==> src/hdl/fcp_pkg.sv <==
// Package for the friction cone projection block: widths, beat payload types,
// the pipeline item type and the saturation and magnitude helpers. No dependencies.
package fcp_pkg;

    localparam int VALUE_WIDTH   = 32;
    localparam int FRACTION_BITS = 16;
    localparam int MU_WIDTH      = VALUE_WIDTH - 1;
    localparam int BIT_WIDTH     = $clog2(VALUE_WIDTH);
    localparam int WIDE_WIDTH    = 2 * VALUE_WIDTH + 1;
    localparam int SUM_WIDTH     = VALUE_WIDTH + 2;

    typedef logic signed [VALUE_WIDTH-1:0] t_value;
    typedef logic [VALUE_WIDTH-1:0]        t_mag;
    typedef logic [WIDE_WIDTH-1:0]         t_wide;

    typedef struct packed {
        logic [1:0]          rows;
        t_value              normal_in;
        t_value              tangent_a_in;
        t_value              tangent_b_in;
        logic [MU_WIDTH-1:0] friction_coef;
        t_value              delta_normal_in;
        t_value              delta_a_in;
        t_value              delta_b_in;
    } t_in;

    typedef struct packed {
        t_value normal_out;
        t_value tangent_a_out;
        t_value tangent_b_out;
        t_value delta_normal_out;
        t_value delta_a_out;
        t_value delta_b_out;
    } t_out;

    typedef struct packed {
        logic                has_a;
        logic                has_b;
        logic                scale;
        t_value              nrm;
        t_value              ta;
        t_value              tb;
        t_value              pn;
        t_value              dn;
        t_value              da;
        t_value              db;
        logic [MU_WIDTH-1:0] mu;
        t_mag                ma;
        t_mag                mb;
        t_mag                mn;
        t_wide               sq;
        t_wide               lim;
        t_wide               na;
        t_wide               nb;
        t_mag                root;
        t_mag                qa;
        t_mag                qb;
    } t_item;

    function automatic t_value sat(input logic signed [SUM_WIDTH-1:0] v);
        t_value r;
        if (v > SUM_WIDTH'(signed'({1'b0, {(VALUE_WIDTH-1){1'b1}}}))) begin
            r = {1'b0, {(VALUE_WIDTH-1){1'b1}}};
        end else if (v < SUM_WIDTH'(signed'({1'b1, {(VALUE_WIDTH-1){1'b0}}}))) begin
            r = {1'b1, {(VALUE_WIDTH-1){1'b0}}};
        end else begin
            r = v[VALUE_WIDTH-1:0];
        end
        return r;
    endfunction

    function automatic t_mag mag(input t_value v);
        t_mag r;
        if (v[VALUE_WIDTH-1]) begin
            r = t_mag'(-v);
        end else begin
            r = t_mag'(v);
        end
        return r;
    endfunction

endpackage

==> src/hdl/fcp_div_cell.sv <==
// One cell of the divider chain: decides one quotient bit for both tangents.
// Depends on fcp_pkg.
module fcp_div_cell (
    input  logic                         i_clk,
    input  logic                         i_rst_n,
    input  logic                         i_en,
    input  logic [fcp_pkg::BIT_WIDTH-1:0] i_bit,
    input  logic                         i_valid,
    input  fcp_pkg::t_item               i_item,
    output logic                         o_valid,
    output fcp_pkg::t_item               o_item
);
    fcp_pkg::t_wide dsh;
    fcp_pkg::t_item n_item;

    always_comb begin
        dsh = fcp_pkg::t_wide'(i_item.root) << i_bit;
        n_item = i_item;
        if (i_item.na >= dsh) begin
            n_item.na = i_item.na - dsh;
            n_item.qa = i_item.qa | (fcp_pkg::t_mag'(1) << i_bit);
        end
        if (i_item.nb >= dsh) begin
            n_item.nb = i_item.nb - dsh;
            n_item.qb = i_item.qb | (fcp_pkg::t_mag'(1) << i_bit);
        end
    end

    always_ff @(posedge i_clk) begin
        if (!i_rst_n) begin
            o_valid <= 1'b0;
        end else if (i_en) begin
            o_valid <= i_valid;
        end
        if (i_en) begin
            o_item <= n_item;
        end
    end
endmodule
==> config.mk <==
export PLATFORM = sky130hd
export DESIGN_NAME = fcp_div_cell
export DESIGN_NICKNAME = d
export VERILOG_FILES = /design/src/hdl/fcp_pkg.sv /design/src/hdl/fcp_div_cell.sv
export SDC_FILE = /design/constraint.sdc
export NUM_CORES = 1
export LEC_CHECK = 0
export ABC_CLOCK_PERIOD_IN_PS = 14400
export BUFFER_PORTS_ARGS = -buffer_cell sky130_fd_sc_hd__buf_2
export CORE_AREA = 4 4 560 562
export DETAILED_ROUTE_END_ITERATION = 8
export DIE_AREA = 0 0 564 566
export MAX_ROUTING_LAYER = met4
export SLEW_MARGIN = 20
export SYNTH_ARGS = -nofsm -noshare
export SYNTH_HDL_FRONTEND = slang
export SYNTH_SLANG_ARGS = --single-unit
==> constraint.sdc <==
create_clock -name i_clk -period 14.4 [get_ports i_clk]
set_input_delay 0.72 -clock i_clk [delete_from_list [all_inputs] [get_ports i_clk]]
set_output_delay 0.72 -clock i_clk [all_outputs]
set_load 0.05 [all_outputs]
# Word level (Yosys, flattened, before mapping)
# Index checks and enable logic that the tools add are counted.
[classes]
shift = 2
magnitude_cmp = 2
mux = 4
n_bitwise = 2
n_addsub = 2
[ops]
columns = ["cell", "count"]
rows = [
  ["$ge 65x65->1", 2],
  ["$mux 65", 2],
  ["$sub 65x65->65", 2],
  ["$shl 32x5->65", 1],
  ["$mux 32", 2],
  ["$or 32x32->32", 2],
  ["$shl 1x5->32 const A", 1],
]
[word_totals]
elab_cells = 34
output_inout_bits = 711
in_bits = 719
reg_bits = 711

# Longest topological paths before layout
[logic_depth]
ltp_word = 3
mapped_depth = 26
mapped_depth_nobuf = 21

# Worst setup path after synthesis
# OpenSTA, ideal clock, no wires.
[synth_path]
kind = "input to register"
from = "in i_bit[0] in the netlist's numbering"
to = "reg o_item[57] in the netlist's numbering, data pin"
n_path_buf = 5
stages = 21
t_required_ns = 14.146
t_arrival_ns = 5.411
slack_ns = 8.735
setup_ns = 0.254
cell_sequence = "clkbuf_1 clkinv_1 clkbuf_1 nor2_1 a22o_1 o21ai_0 mux2_2 ha_1 clkbuf_1 a21oi_1 o21bai_1 a2111oi_2 nor2_1 o41ai_2 o21ai_1 a22oi_2 o21ai_1 buf_2 and2_0 clkbuf_1 a21o_1"
[synth_lines]
columns = ["item", "line_no", "rtl"]
rows = [
  ["start: declaration", "fcp_div_cell.sv:7", "input logic [fcp_pkg::BIT_WIDTH-1:0] i_bit,"],
  ["end signal: assignment", "fcp_div_cell.sv:36", "o_item <= n_item;"],
  ["end: declaration", "fcp_div_cell.sv:11", "output fcp_pkg::t_item o_item"],
]

==> results.toml <==
[setup_path]
endpoint = "o_item[168]"
cp_common_cell = "buf_4"
start_kind = "input port"
crit_path_start = "i_bit[0]"
reg2regPathDepth = 2
worstPathCellList = "buf_2 -> buf_4 -> clkinv_1 -> nor2_1 -> a21oi_1 -> nand2_1 -> nand2_1 -> o21ai_0 -> inv_1 -> a22oi_1 -> ha_1 -> and3_1 -> nand4_1 -> or4_1 -> nor4_1 -> nand4_1 -> nand3b_1 -> a21oi_1 -> o21ai_4 -> buf_4 -> buf_4 -> mux2_2"
required_ps = 14920
critPathSlowestCell = "nor4_1"
criticalPathCategory = "input port to flop"
cp-end-kind = "flop"
critPathMaxFanout = 75
worst_ep_arrival_time_ps = 8570
timing.rr.start = "o_valid"
r2r-end = "o_valid"
critPathMaxStageDelay_ps = 790
r2r_setup_slack_ps = 13790

[sta]
fin_setup_tns_ps = 0
relSlewSlack_pct = 20.5
period_share_pct = 55.9
maxSlewViolCount = 0
hold_violations = 0
setup_viol = 0
worstMarginPinSlew_ps = 1190
post-route-min-period_ps = 8050
setup_slack_ps = 6350
fin_skew_ps = 0
fmax_mhz = 124
rsz0062_at_grt = "no"

[floorplanning]
die_h_um = 566
die_w_um = 564
io_pins = 1430
die_area_um2 = 319000
fp-row-count = 204
core_area_um2 = 308000
start_util_pct = 10.7

[clock_tree]
clockRootBuffer = "clkbuf_16"
clk_path_buf_depth = 4
cts_tree = "done"
clk_latency_ps = 820
cts_sinks = 711
post_cts_buffers = 0
cts.repair.resized = 0
path_clk_slew_ps = 60
postCtsHoldBufs = 287
cts-buffers-inserted = 102
htreeDepth = 3

[drt]
drt_iter0_markers = 2557
routedWlPerCell_um = 37.7
vias = 30961
dr.pass1.iters = 5
post-route-drc-count = 0
drt.antenna.violating_nets = 0
wirelength_um = 323000
routed_via_density = 3.61

[layout]
fin_nets = 5113
area_delta_synth_final_pct = 56.4
drive_above_1_share_pct = 39.2

[global_routing]
grt_util_met1_pct = 18.0
overflow = 0
busiest_layer = "met2"
grt_pass1_vias = 28866
use_met3_pct = 8.17
grt_usage_pct = 19.9
grt_pass1_wl_um = 385000
antenna_found_initial = 366
grt_max_degree = 110
grt_use_met2_pct = 37.1

[synth]
yosysSeqAreaShare_pct = 64.7
syn-num-nets = 3393
syn_avg_cell_area_um2 = 12.9
synth_async_sr_flop_share_pct = 0
ys_seq_elements = 711
synth_warnings = 0
synth_cell_types = 79
synth_edf_count = 710
netlist_instances = 2546
ys.flop_type = "edfxtp_1"
syn_area_um2 = 33000

[placed_design]
hpwl_um = 287000
portBuffers = 1429
post-place-ws_ps = 5960
place_congestion = 0.967

[power_and_ir_drop]
power_density_nw_per_um2 = 148
power_frac_seq_pct = 34.1
swShare_pct = 39.0
finalPower_w = 0.00763
p_switching_w = 0.00298
internal_power_w = 0.00466
vdd_ir_drop_max_mv = 0.0916
combPwrFrac_pct = 31.4
p_clk_share_pct = 34.6
p_leak_nw = 20.4

[flow_run]
drv_cap = 0

[worst_hold_path]
min_path_type = "input port to flop"

[status]
status = "finished, final reports clean"
[state kept, by name, summed over array words and instances, names as in the netlist]
signal,count
o_item,710
o_valid,1
[Yosys cell counts (7+ instances only)]
library cell / n / area (µm²)
a21oi_1: 278 / 1390
a22oi_1: 7 / 52.6
mux4_2: 17 / 383
buf_2: 18 / 90.1
nor2b_1: 18 / 113
and2_1: 12 / 75.1
nor4_1: 12 / 75.1
edfxtp_1: 710 / 21300
nand2b_1: 25 / 156
or3_1: 8 / 50.1
clkbuf_1: 98 / 368
ha_1: 126 / 1580
a31oi_1: 17 / 106
inv_1: 43 / 161
a211oi_1: 16 / 120
o211ai_1: 12 / 90.1
mux2_2: 25 / 282
o21a_1: 9 / 67.6
a21o_1: 114 / 856
a31o_2: 20 / 175
mux2i_1: 31 / 310
nand4_1: 43 / 269
nand3_1: 38 / 190
nand2_1: 202 / 758
buf_1: 10 / 37.5
nor3_1: 36 / 180
and3_1: 11 / 68.8
xnor2_1: 68 / 596
nor2_1: 206 / 773
or2_2: 11 / 68.8
xor2_1: 50 / 438
o21bai_1: 27 / 203
o21ai_0: 133 / 666
o31ai_1: 15 / 113
[worst max-delay path: cells and delay by family]
family / cells / cell delay, ps
buf+inv: 6 / 2600
simple gates: 9 / 2990
fa+ha+maj: 1 / 410
mux: 1 / 420
compound gates: 5 / 1290
[how the worst min path moves through the flow]
stage | start | to | depth (start not counted)
2_1_floorplan | o_valid | o_valid | 2
3_3_place_gp | o_valid | o_valid | 2
3_5_place_dp | o_valid | o_valid | 2
4_1_cts | i_item[243] | o_item[243] | 1
5_1_grt | i_item[570] | o_item[570] | 1
6_report | i_item[563] | o_item[563] | 1
[cells in the final DEF, fill, tap and decap left out, drive strengths merged, types with 13 or more instances in the layout]
cell type and n:
o21ai 138, xor2 50, nor2b 18, nand2 202, buf 1458, and2 13
ha 126, o21bai 27, a211oi 16, mux4 17, mux2i 31, nand2b 25
edfxtp 710, o31ai 19, xnor2 68, diode 129, inv 45, mux2 25
clkbuf 122, nor2 206, a21oi 279, nand3 38, nor3 36, a21o 114
bufinv 14, dlygate4sd3 287, clkinv 36, a31o 20, nand4 43, a31oi 18
[metrics by stage]
step / area (µm²) / cells / utilization, % / hold WS (ps)
6_report: 51600 / 8587 / 16.7 / 85.7
3_3_place_gp: 45000 / 7995 / 14.6 / 502
2_1_floorplan: 33000 / 2546 / - / 743
5_1_grt: 51500 / 8558 / 16.7 / 27.6
4_1_cts: 51200 / 8458 / 16.6 / 0.359
3_5_place_dp: 45000 / 7995 / 14.6 / 523
[metal layers]
layer / vias up / wire [µm]
met3: 709 / 35300
met1: 14981 / 101000
met5: - / 0
li1: 13307 / -
met4: 0 / 15200
met2: 1964 / 172000
[logic make-up (layout without fill, tap and decap cells)]
logic type	after synthesis	count (layout)	synth area share, %
flops	711	711	64.7
compound gates	708	708	13.4
simple gates	632	632	8.67
buf+inv	176	1968	2.14
fa+ha+maj	128	128	4.90
xor+xnor	118	118	3.14
mux	73	73	2.96
other cells	0	129	0
[final cells by class]
type	count	area [µm²]
diodes	129	323
clock buffers	122	2680
clock inverters	54	654
fillers	34533	257000
inverters	47	176
multi-input cells	1659	11000
flip-flops and latches	711	21300
well taps	4120	5150
repair buffers	1745	10300
[power by group through the flow]
stage | clock network [W] | logic [W] | registers (W)
final | 0.00264 | 0.00240 | 0.00260
after global routing | 0.00281 | 0.00249 | 0.00262
after CTS | 0.00273 | 0.00243 | 0.00260
after detailed placement | 0 | 0.00234 | 0.00264
after global placement | 0 | 0.00235 | 0.00264
after floorplan | 0 | 0.000568 | 0.00338
No activity file was read; power rests on OpenSTA's default activity.
