## src/hdl/fcp_pkg.sv

```systemverilog
// Package for the friction cone projection block: widths, beat payload types,
// the pipeline item type and the saturation and magnitude helpers. No dependencies.
package fcp_pkg;

    localparam int VALUE_WIDTH   = 32;
    localparam int FRACTION_BITS = 16;
    localparam int MU_WIDTH      = VALUE_WIDTH - 1;
    localparam int BIT_WIDTH     = $clog2(VALUE_WIDTH);
    localparam int WIDE_WIDTH    = 2 * VALUE_WIDTH + 1;
    localparam int SUM_WIDTH     = VALUE_WIDTH + 2;

    typedef logic signed [VALUE_WIDTH-1:0] t_value;
    typedef logic [VALUE_WIDTH-1:0]        t_mag;
    typedef logic [WIDE_WIDTH-1:0]         t_wide;

    typedef struct packed {
        logic [1:0]          rows;
        t_value              normal_in;
        t_value              tangent_a_in;
        t_value              tangent_b_in;
        logic [MU_WIDTH-1:0] friction_coef;
        t_value              delta_normal_in;
        t_value              delta_a_in;
        t_value              delta_b_in;
    } t_in;

    typedef struct packed {
        t_value normal_out;
        t_value tangent_a_out;
        t_value tangent_b_out;
        t_value delta_normal_out;
        t_value delta_a_out;
        t_value delta_b_out;
    } t_out;

    typedef struct packed {
        logic                has_a;
        logic                has_b;
        logic                scale;
        t_value              nrm;
        t_value              ta;
        t_value              tb;
        t_value              pn;
        t_value              dn;
        t_value              da;
        t_value              db;
        logic [MU_WIDTH-1:0] mu;
        t_mag                ma;
        t_mag                mb;
        t_mag                mn;
        t_wide               sq;
        t_wide               lim;
        t_wide               na;
        t_wide               nb;
        t_mag                root;
        t_mag                qa;
        t_mag                qb;
    } t_item;

    function automatic t_value sat(input logic signed [SUM_WIDTH-1:0] v);
        t_value r;
        if (v > SUM_WIDTH'(signed'({1'b0, {(VALUE_WIDTH-1){1'b1}}}))) begin
            r = {1'b0, {(VALUE_WIDTH-1){1'b1}}};
        end else if (v < SUM_WIDTH'(signed'({1'b1, {(VALUE_WIDTH-1){1'b0}}}))) begin
            r = {1'b1, {(VALUE_WIDTH-1){1'b0}}};
        end else begin
            r = v[VALUE_WIDTH-1:0];
        end
        return r;
    endfunction

    function automatic t_mag mag(input t_value v);
        t_mag r;
        if (v[VALUE_WIDTH-1]) begin
            r = t_mag'(-v);
        end else begin
            r = t_mag'(v);
        end
        return r;
    endfunction

endpackage

```

## src/hdl/fcp_sqrt_cell.sv

```systemverilog
// One cell of the square root chain: decides one bit of the norm.
// Depends on fcp_pkg.
module fcp_sqrt_cell (
    input  logic                         i_clk,
    input  logic                         i_rst_n,
    input  logic                         i_en,
    input  logic [fcp_pkg::BIT_WIDTH-1:0] i_bit,
    input  logic                         i_valid,
    input  fcp_pkg::t_item               i_item,
    output logic                         o_valid,
    output fcp_pkg::t_item               o_item
);
    fcp_pkg::t_wide trial;
    fcp_pkg::t_item n_item;
    logic [fcp_pkg::BIT_WIDTH:0] sh;

    always_comb begin
        sh = {1'b0, i_bit};
        trial = (fcp_pkg::t_wide'(i_item.root) << (sh + 1'b1))
              + (fcp_pkg::t_wide'(1) << (sh << 1));
        n_item = i_item;
        if (i_item.sq >= trial) begin
            n_item.sq = i_item.sq - trial;
            n_item.root = i_item.root | (fcp_pkg::t_mag'(1) << i_bit);
        end
    end

    always_ff @(posedge i_clk) begin
        if (!i_rst_n) begin
            o_valid <= 1'b0;
        end else if (i_en) begin
            o_valid <= i_valid;
        end
        if (i_en) begin
            o_item <= n_item;
        end
    end
endmodule

```

## config.mk

```make
export PLATFORM = sky130hd
export DESIGN_NAME = fcp_sqrt_cell
export DESIGN_NICKNAME = d
export VERILOG_FILES = /design/src/hdl/fcp_pkg.sv /design/src/hdl/fcp_sqrt_cell.sv
export SDC_FILE = /design/constraint.sdc
export NUM_CORES = 1
export LEC_CHECK = 0
export ABC_AREA = 1
export BUFFER_PORTS_ARGS = -buffer_cell sky130_fd_sc_hd__buf_4
export CAP_MARGIN = 20
export CORE_AREA = 2 2 563 565
export DETAILED_ROUTE_END_ITERATION = 10
export DIE_AREA = 0 0 565 567
export GPL_ROUTABILITY_DRIVEN = 0
export PLACE_DENSITY = 0.3
export SLEW_MARGIN = 20
export SYNTH_ARGS = -nofsm -noshare
export SYNTH_HDL_FRONTEND = slang
export SYNTH_SLANG_ARGS = --single-unit
```

## constraint.sdc

```tcl
create_clock -name i_clk -period 16.22 [get_ports i_clk]
set_clock_uncertainty 0.1 [all_clocks]
set_input_delay 1.622 -clock i_clk [delete_from_list [all_inputs] [get_ports i_clk]]
set_output_delay 1.622 -clock i_clk [all_outputs]
set_load 0.02 [all_outputs]
```

After elaboration in Yosys (flattened, before gate mapping)
Index checks and enable logic that the tools add are counted.
Operators by class
  add/sub/neg operators: 3
  magnitude comparators: 1
  shift operators: 3
  multiplexer cells: 2
  bitwise gates (word level): 1
Operator list (count)
  $add A65 B65 Y65: 1
  $ge A65 B65 Y1: 1
  $mux W65: 1
  $shl A1 B6 Y65 const A: 1
  $shl A32 B6 Y65: 1
  $sub A65 B65 Y65: 1
  $mux W32: 1
  $or A32 B32 Y32: 1
  $shl A1 B5 Y32 const A: 1
  $add A5 B1 Y6 const B: 1
Word-level totals
  register bits: 711
  input port bits: 719
  output and inout port bits: 711
  logic and storage cells: 32

Depth between registers and ports, before layout
Gate-level depths: netlist of run 1.
  depth after elaboration: 5
  gate-level depth with buffers: 43
  mapped depth without buffers: 38

Least setup slack after synthesis of run 1
OpenSTA, ideal clock, no wires.
  kind: input to register
  start point: input port i_bit[0] in the netlist's numbering
  end point: register o_item[346] in the netlist's numbering (data pin)
  library setup time: 260 ps
  arrival: 6728 ps
  required time: 15860 ps
  slack: 9132 ps
  cell stages on the path: 40
  cell sequence: inv_2 > buf_6 > ha_1 > buf_2 > buf_2 > buf_1 > nand2_1 > o21ai_0 > mux2i_1 > or2_2 > o21ai_0 > inv_1 > o21ai_0 > nor2_1 > ha_1 > nand3_1 > inv_1 > nand2_1 > (+4 left out) > nand2_1 > nand2_1 > ha_1 > nand2_1 > nor2_1 > inv_1 > nor3_1 > nand3_1 > nand3_2 > nand3_1 > nand2_1 > nand4_1 > nand2_2 > inv_2 > buf_6 > buf_2 > nand2_1 > o21ai_0
RTL lines
  start: declaration: RTL line fcp_sqrt_cell.sv:7  | input logic [fcp_pkg::BIT_WIDTH-1:0] i_bit,
  end signal: assignment: RTL line fcp_sqrt_cell.sv:35  | o_item <= n_item;
  end: declaration: RTL line fcp_sqrt_cell.sv:11  | output fcp_pkg::t_item o_item

==> results of run 1 <==
==> cell families after synthesis <==
logic type      Yosys count  synth area share
fa+ha+maj               105            0.0387
compound gates          405            0.0662
buf+inv                 441            0.0519
mux                      15           0.00440
flops                   711             0.625
xor+xnor                 86            0.0221
simple gates           1546             0.192
==> report_power, final <==
part	internal [W]	switching, W
sequential	0.00223	0.0000902
combinational	0.000520	0.00121
clock	0.00140	0.00100
total	0.00415	0.00231
==> Yosys cell counts (2+ instances only) <==
cell type | count | area share
nand2_1 | 848 | 0.093
edfxtp_1 | 710 | 0.62
inv_1 | 350 | 0.038
nor2_1 | 282 | 0.031
nand3_1 | 263 | 0.039
o21ai_0 | 163 | 0.024
a21oi_1 | 134 | 0.020
ha_1 | 104 | 0.038
xor2_1 | 51 | 0.013
nand4_1 | 42 | 0.0077
nor3_1 | 41 | 0.0060
xnor2_1 | 35 | 0.0090
a21o_1 | 24 | 0.0053
clkbuf_1 | 24 | 0.0026
inv_2 | 21 | 0.0023
a31oi_1 | 18 | 0.0033
buf_2 | 16 | 0.0023
nor2_2 | 16 | 0.0029
mux2i_1 | 15 | 0.0044
o21bai_1 | 14 | 0.0031
nand2_2 | 13 | 0.0024
buf_1 | 12 | 0.0013
o21ai_1 | 12 | 0.0018
nand3b_1 | 11 | 0.0024
buf_6 | 9 | 0.0030
nand3_2 | 8 | 0.0023
nor4_1 | 8 | 0.0015
o221ai_1 | 8 | 0.0021
buf_4 | 7 | 0.0015
o22ai_1 | 7 | 0.0013
o211ai_1 | 6 | 0.0013
o21a_1 | 6 | 0.0013
nor2_4 | 4 | 0.0013
or2_2 | 4 | 0.00073
o21ai_2 | 3 | 0.00077
o311ai_0 | 3 | 0.00077
a211oi_1 | 2 | 0.00044
a21boi_0 | 2 | 0.00044
and2_1 | 2 | 0.00037
and3_1 | 2 | 0.00037
==> sequential cells by signal, summed over array words and instances (netlist names) <==
signal   count
o_valid      1
o_item     710
==> metrics by stage <==
step / area, um2 / hold WS, ns
floorplan: 34100 / 0.506
global placement: 49900 / 0.434
detailed placement: 49900 / 0.440
CTS: 53300 / 0.451
global route: 53300 / 0.469
finish: 53400 / 0.445
==> layout make-up <==
class	instances	area, um2	share of cell area
flip-flops and latches	711	21300	0.399
multi-input cells	2157	11000	0.207
repair buffers	1449	10900	0.204
well taps	4160	5200	0.0974
clock buffers	127	2840	0.0531
inverters	373	1400	0.0263
clock inverters	64	597	0.0112
diodes	38	95.1	0.00178
==> worst max-delay path, delay by kind of cell <==
family	cells	cell delay (ns)
and+or+nand+nor	13	1.87
buffers and inverters	11	2.83
AOI/OAI and AO/OA	7	1.38
muxes	2	0.45
adders and majority gates	3	1.81
==> worst paths after layout <==
kind	slack (ns)	to	startpoint	depth (start not counted)
setup / recovery	6.45	o_item[355]	i_bit[0]	36
hold / removal	0.45	o_valid	o_valid	2
setup reg to reg	15.46	o_valid	o_valid	2
hold reg to reg	0.45	o_valid	o_valid	2
==> layer usage <==
metal / track usage / share of wire / vias to the layer above
met5: 0 / 0.0019 / -
met2: 0.357 / 0.47 / 1893
li1: - / - / 14400
met1: 0.241 / 0.37 / 16700
met3: 0.117 / 0.14 / 530
met4: 0.0437 / 0.025 / 110
==> results.cfg, run 1 <==
[global_route]
grt_usage = 0.215
overflow = 0
grt_pass1_vias = 32700
grt_start_max_net_pins = 142
antenna_found_initial = 240
grt_pass1_wl_um = 429000

[status]
outcome = finished, final reports clean

[clock_network]
cts.reportedPaths.clkPinSlew_ns = 0.06
cts_buffers = 109
ctsResizeCount = 0
cts_hold_buf = 0
ctsHtreeMaxLevel = 3
cts_tree = done
root_buffer = clkbuf_16
clockBufferDepth = 4
clock-sinks = 711
cts_setup_buffers = 0
worstSkewPairLatency_ns = 0.82

[placed_design]
placedCellCount = 8850
io_buffers = 1429
dp_hpwl_um = 320000
dp_slack_ns = 5.44

[power_and_ir_drop]
ir_worst_vdd_mv = 0.0939
p_per_area_nw_per_um2 = 121
power.leakage_nw = 22.0
power_w = 0.00646

[worst_setup_path]
cpMaxStageDelayCell = ha_1
critPathLaunchType = input pin
endpoint_kind = flip-flop
required_ns = 16.61
cpMostUsedCell = nand2_1
worstPathArrival_ns = 10.16
cp_slowest_stage_delay_ns = 1.02
path_max_fanout = 88
path_class = input pin to flip-flop

[timing]
timing.fmax_mhz = 102
hold_viol = 0
fin_crit_sh = 0.602
slew_headroom = 0.273
fin_crit_ns = 9.77
setup_viol = 0
setup_tns_ns = 0
rsz0062_at_grt = no
final.setup.worst_slack_ns = 6.45
timing.final.max_slew_violations = 0
worst_pin_slew_ns = 1.08

[cells_and_area]
area_delta_synth_final_pct = 56.5
final_cell_mix = buf_4 (1445), nand2_1 (848), edfxtp_1 (710), inv_1 (349), nor2_1 (282)
utilization = 0.170
drive_gt1_frac = 0.344
final_common_cell = buf_4
final_nets = 5625
fill_cells = 35300
fin_cells = 9079

[synth]
syn_area_um2 = 34100
ys_seq_elements = 711
synth_ff_type = edfxtp_1
synth.avg_cell_area_um2 = 10.3
ys_seq_area_frac = 0.625
syn_inst = 3309
yosys_warnings = 0
async_flop_share = 0
synth.distinct_cells = 49
synth_edf_count = 710
syn-num-nets = 4133

[floorplan]
fp-row-count = 206
die_y_um = 567
io_pins = 1430
start_util = 0.109
die_width_um = 565
die-area_um2 = 320000
core_area_um2 = 314000

[routing]
wl_per_cell_um = 39.6
dr.pass1.iters = 6
ant_nets = 0
drcViolationCount = 0
wirelength_um = 359000
vias = 33700
drtIter0Drc = 3060
viasPerCell = 3.71

[hold_path]
hold_class = flip-flop to flip-flop

[flow_run]
maxCapViolCount = 0
Note: power is estimated with default switching activity, not from simulation.
==> run 2, diff against run 1 <==
==> constraint.sdc (replaced) <==
create_clock -name i_clk -period 8.3 [get_ports i_clk]
set_clock_uncertainty 0.1 [all_clocks]
set_input_delay 0.83 -clock i_clk [delete_from_list [all_inputs] [get_ports i_clk]]
set_output_delay 0.83 -clock i_clk [all_outputs]
set_load 0.02 [all_outputs]
==> results.cfg, run 2 (synthesized netlist as in run 1, its figures left out) <==
[clock_network]
cts_tree = done
cts_buffers = 105
ctsHtreeMaxLevel = 3
root_buffer = clkbuf_16
worstSkewPairLatency_ns = 0.87
cts.reportedPaths.clkPinSlew_ns = 0.06
clock-sinks = 711
clockBufferDepth = 4
cts_setup_buffers = 0

[cells_and_area]
multi_input_area_um2 = 11000
drive_gt1_frac = 0.333
final_common_cell = buf_4
regMostFlops = o_item
area_delta_synth_final_pct = 68.1
final_cell_mix = buf_4 (1521), nand2_1 (848), edfxtp_1 (710), inv_1 (350), dlygate4sd3_1 (332)
top_regs = o_item (710), o_valid (1)
largest_reg_flops = 710
final_nets = 6032
fill_cells = 35100
regArea_um2 = 21300

[hold_path]
min_from = i_item[539]
whs_path_depth = 1
whs_endpoint = o_item[539]
hold_class = input pin to flip-flop

[timing]
setup_tns_ns = 0
fin_crit_sh = 0.850
rsz0062_at_grt = no
setup_viol = 0
worst_pin_slew_ns = 0.994
fin_crit_ns = 7.05
hold_viol = 0
timing.fmax_mhz = 142
final.setup.worst_slack_ns = 1.25
slew_headroom = 0.332
timing.final.max_slew_violations = 0

[worst_setup_path]
path_delay_family = simple AND/OR/NAND/NOR gates
reg2reg_to = o_valid
r2r_slack_ns = 7.49
reg2reg_from = o_valid
path_buf_inv = 8
r2r_cells = 2
path_max_fanout = 23
cpMaxStageDelayCell = ha_1
endpoint_kind = flip-flop
required_ns = 8.75
cp_slowest_stage_delay_ns = 0.46
worstPathArrival_ns = 7.50
cpMostUsedCell = nand2_1
critPathLaunchType = input pin
path_class = input pin to flip-flop

[placed_design]
dp_slack_ns = 0.540
dp_hpwl_um = 321000
io_buffers = 1429

[routing]
vias = 35000
wirelength_um = 362000
dr.pass1.iters = 6
wl_per_cell_um = 38.0
drtIter0Drc = 2741
drcViolationCount = 0
ant_nets = 0
viasPerCell = 3.68

[floorplan]
io_pins = 1430
die-area_um2 = 320000
die_width_um = 565
core_area_um2 = 314000
fp-row-count = 206
start_util = 0.109
die_y_um = 567

[power_and_ir_drop]
power.leakage_nw = 23.8
p_per_area_nw_per_um2 = 224
ir_worst_vdd_mv = 0.217

[global_route]
grt_start_max_net_pins = 132
antenna_found_initial = 250
overflow = 0
grt_pass1_wl_um = 436000
grt_pass1_vias = 34400
grt_usage = 0.217

[status]
outcome = finished, final reports clean

[flow_run]
maxCapViolCount = 0
==> run 2: changes by cell type in the layout (fill, tap and decap cells not counted), sizes merged <==
cell,before,now
inv,377,376
clkinv,39,48
bufinv,10,11
diode,38,51
clkbuf,127,120
clkinvlp,11,9
buf,1449,1528
dlygate4sd3,0,332
==> run 2: worst max-delay path by stage <==
stage / from / to / slack, ns / cells past startpoint
after floorplan: i_bit[0] / o_item[346] / 2.00 / 40
after global placement: i_bit[0] / o_item[343] / 0.58 / 33
after detailed placement: i_bit[0] / o_item[343] / 0.54 / 33
after CTS: i_bit[0] / o_item[343] / 1.40 / 33
after global routing: i_bit[0] / o_item[336] / 0.92 / 32
final: i_bit[0] / o_item[343] / 1.25 / 33
==> run 2: per-stage QoR <==
stage	hold slack, ns	instance area [um2]	total power [W]	instances	util
finish	0.0796	57400	0.0128	9503	0.183
CTS	0.000883	57300	0.0131	9452	0.182
global placement	0.435	50500	0.00816	8929	0.161
global route	0.0317	57300	0.0133	9480	0.183
detailed placement	0.466	50500	0.00814	8929	0.161
floorplan	0.506	34100	0.00589	3309	-
==> run 2: where the power goes <==
| part | internal, W | switching (W) | total, W |
|---|---|---|---|
| registers | 0.00435 | 0.000179 | 0.00453 |
| clock network | 0.00267 | 0.00199 | 0.00465 |
| logic | 0.00119 | 0.00246 | 0.00365 |
==> run 2: repair_timing <==
item                      in CTS  in global routing
hold endpoints to repair     332                  0
hold buffers                 332                  0
resized for setup              0                  0
==> run 2: final cells by class <==
class                           instances  share of cell area
Tap cell                             4160              0.0907
Timing Repair Buffer                 1860               0.259
Antenna cell                           51             0.00222
Clock inverter                         71              0.0125
Inverter                              373              0.0244
Sequential cell                       711               0.372
Clock buffer                          120              0.0468
Multi-Input combinational cell       2157               0.192
==> run 2: metal layers <==
layer	track usage	vias up	routed length [um]
met1	0.250	17400	140000
met4	0.0398	78	8280
li1	-	15300	-
met3	0.109	505	44200
met5	0	-	517
met2	0.363	1778	169000
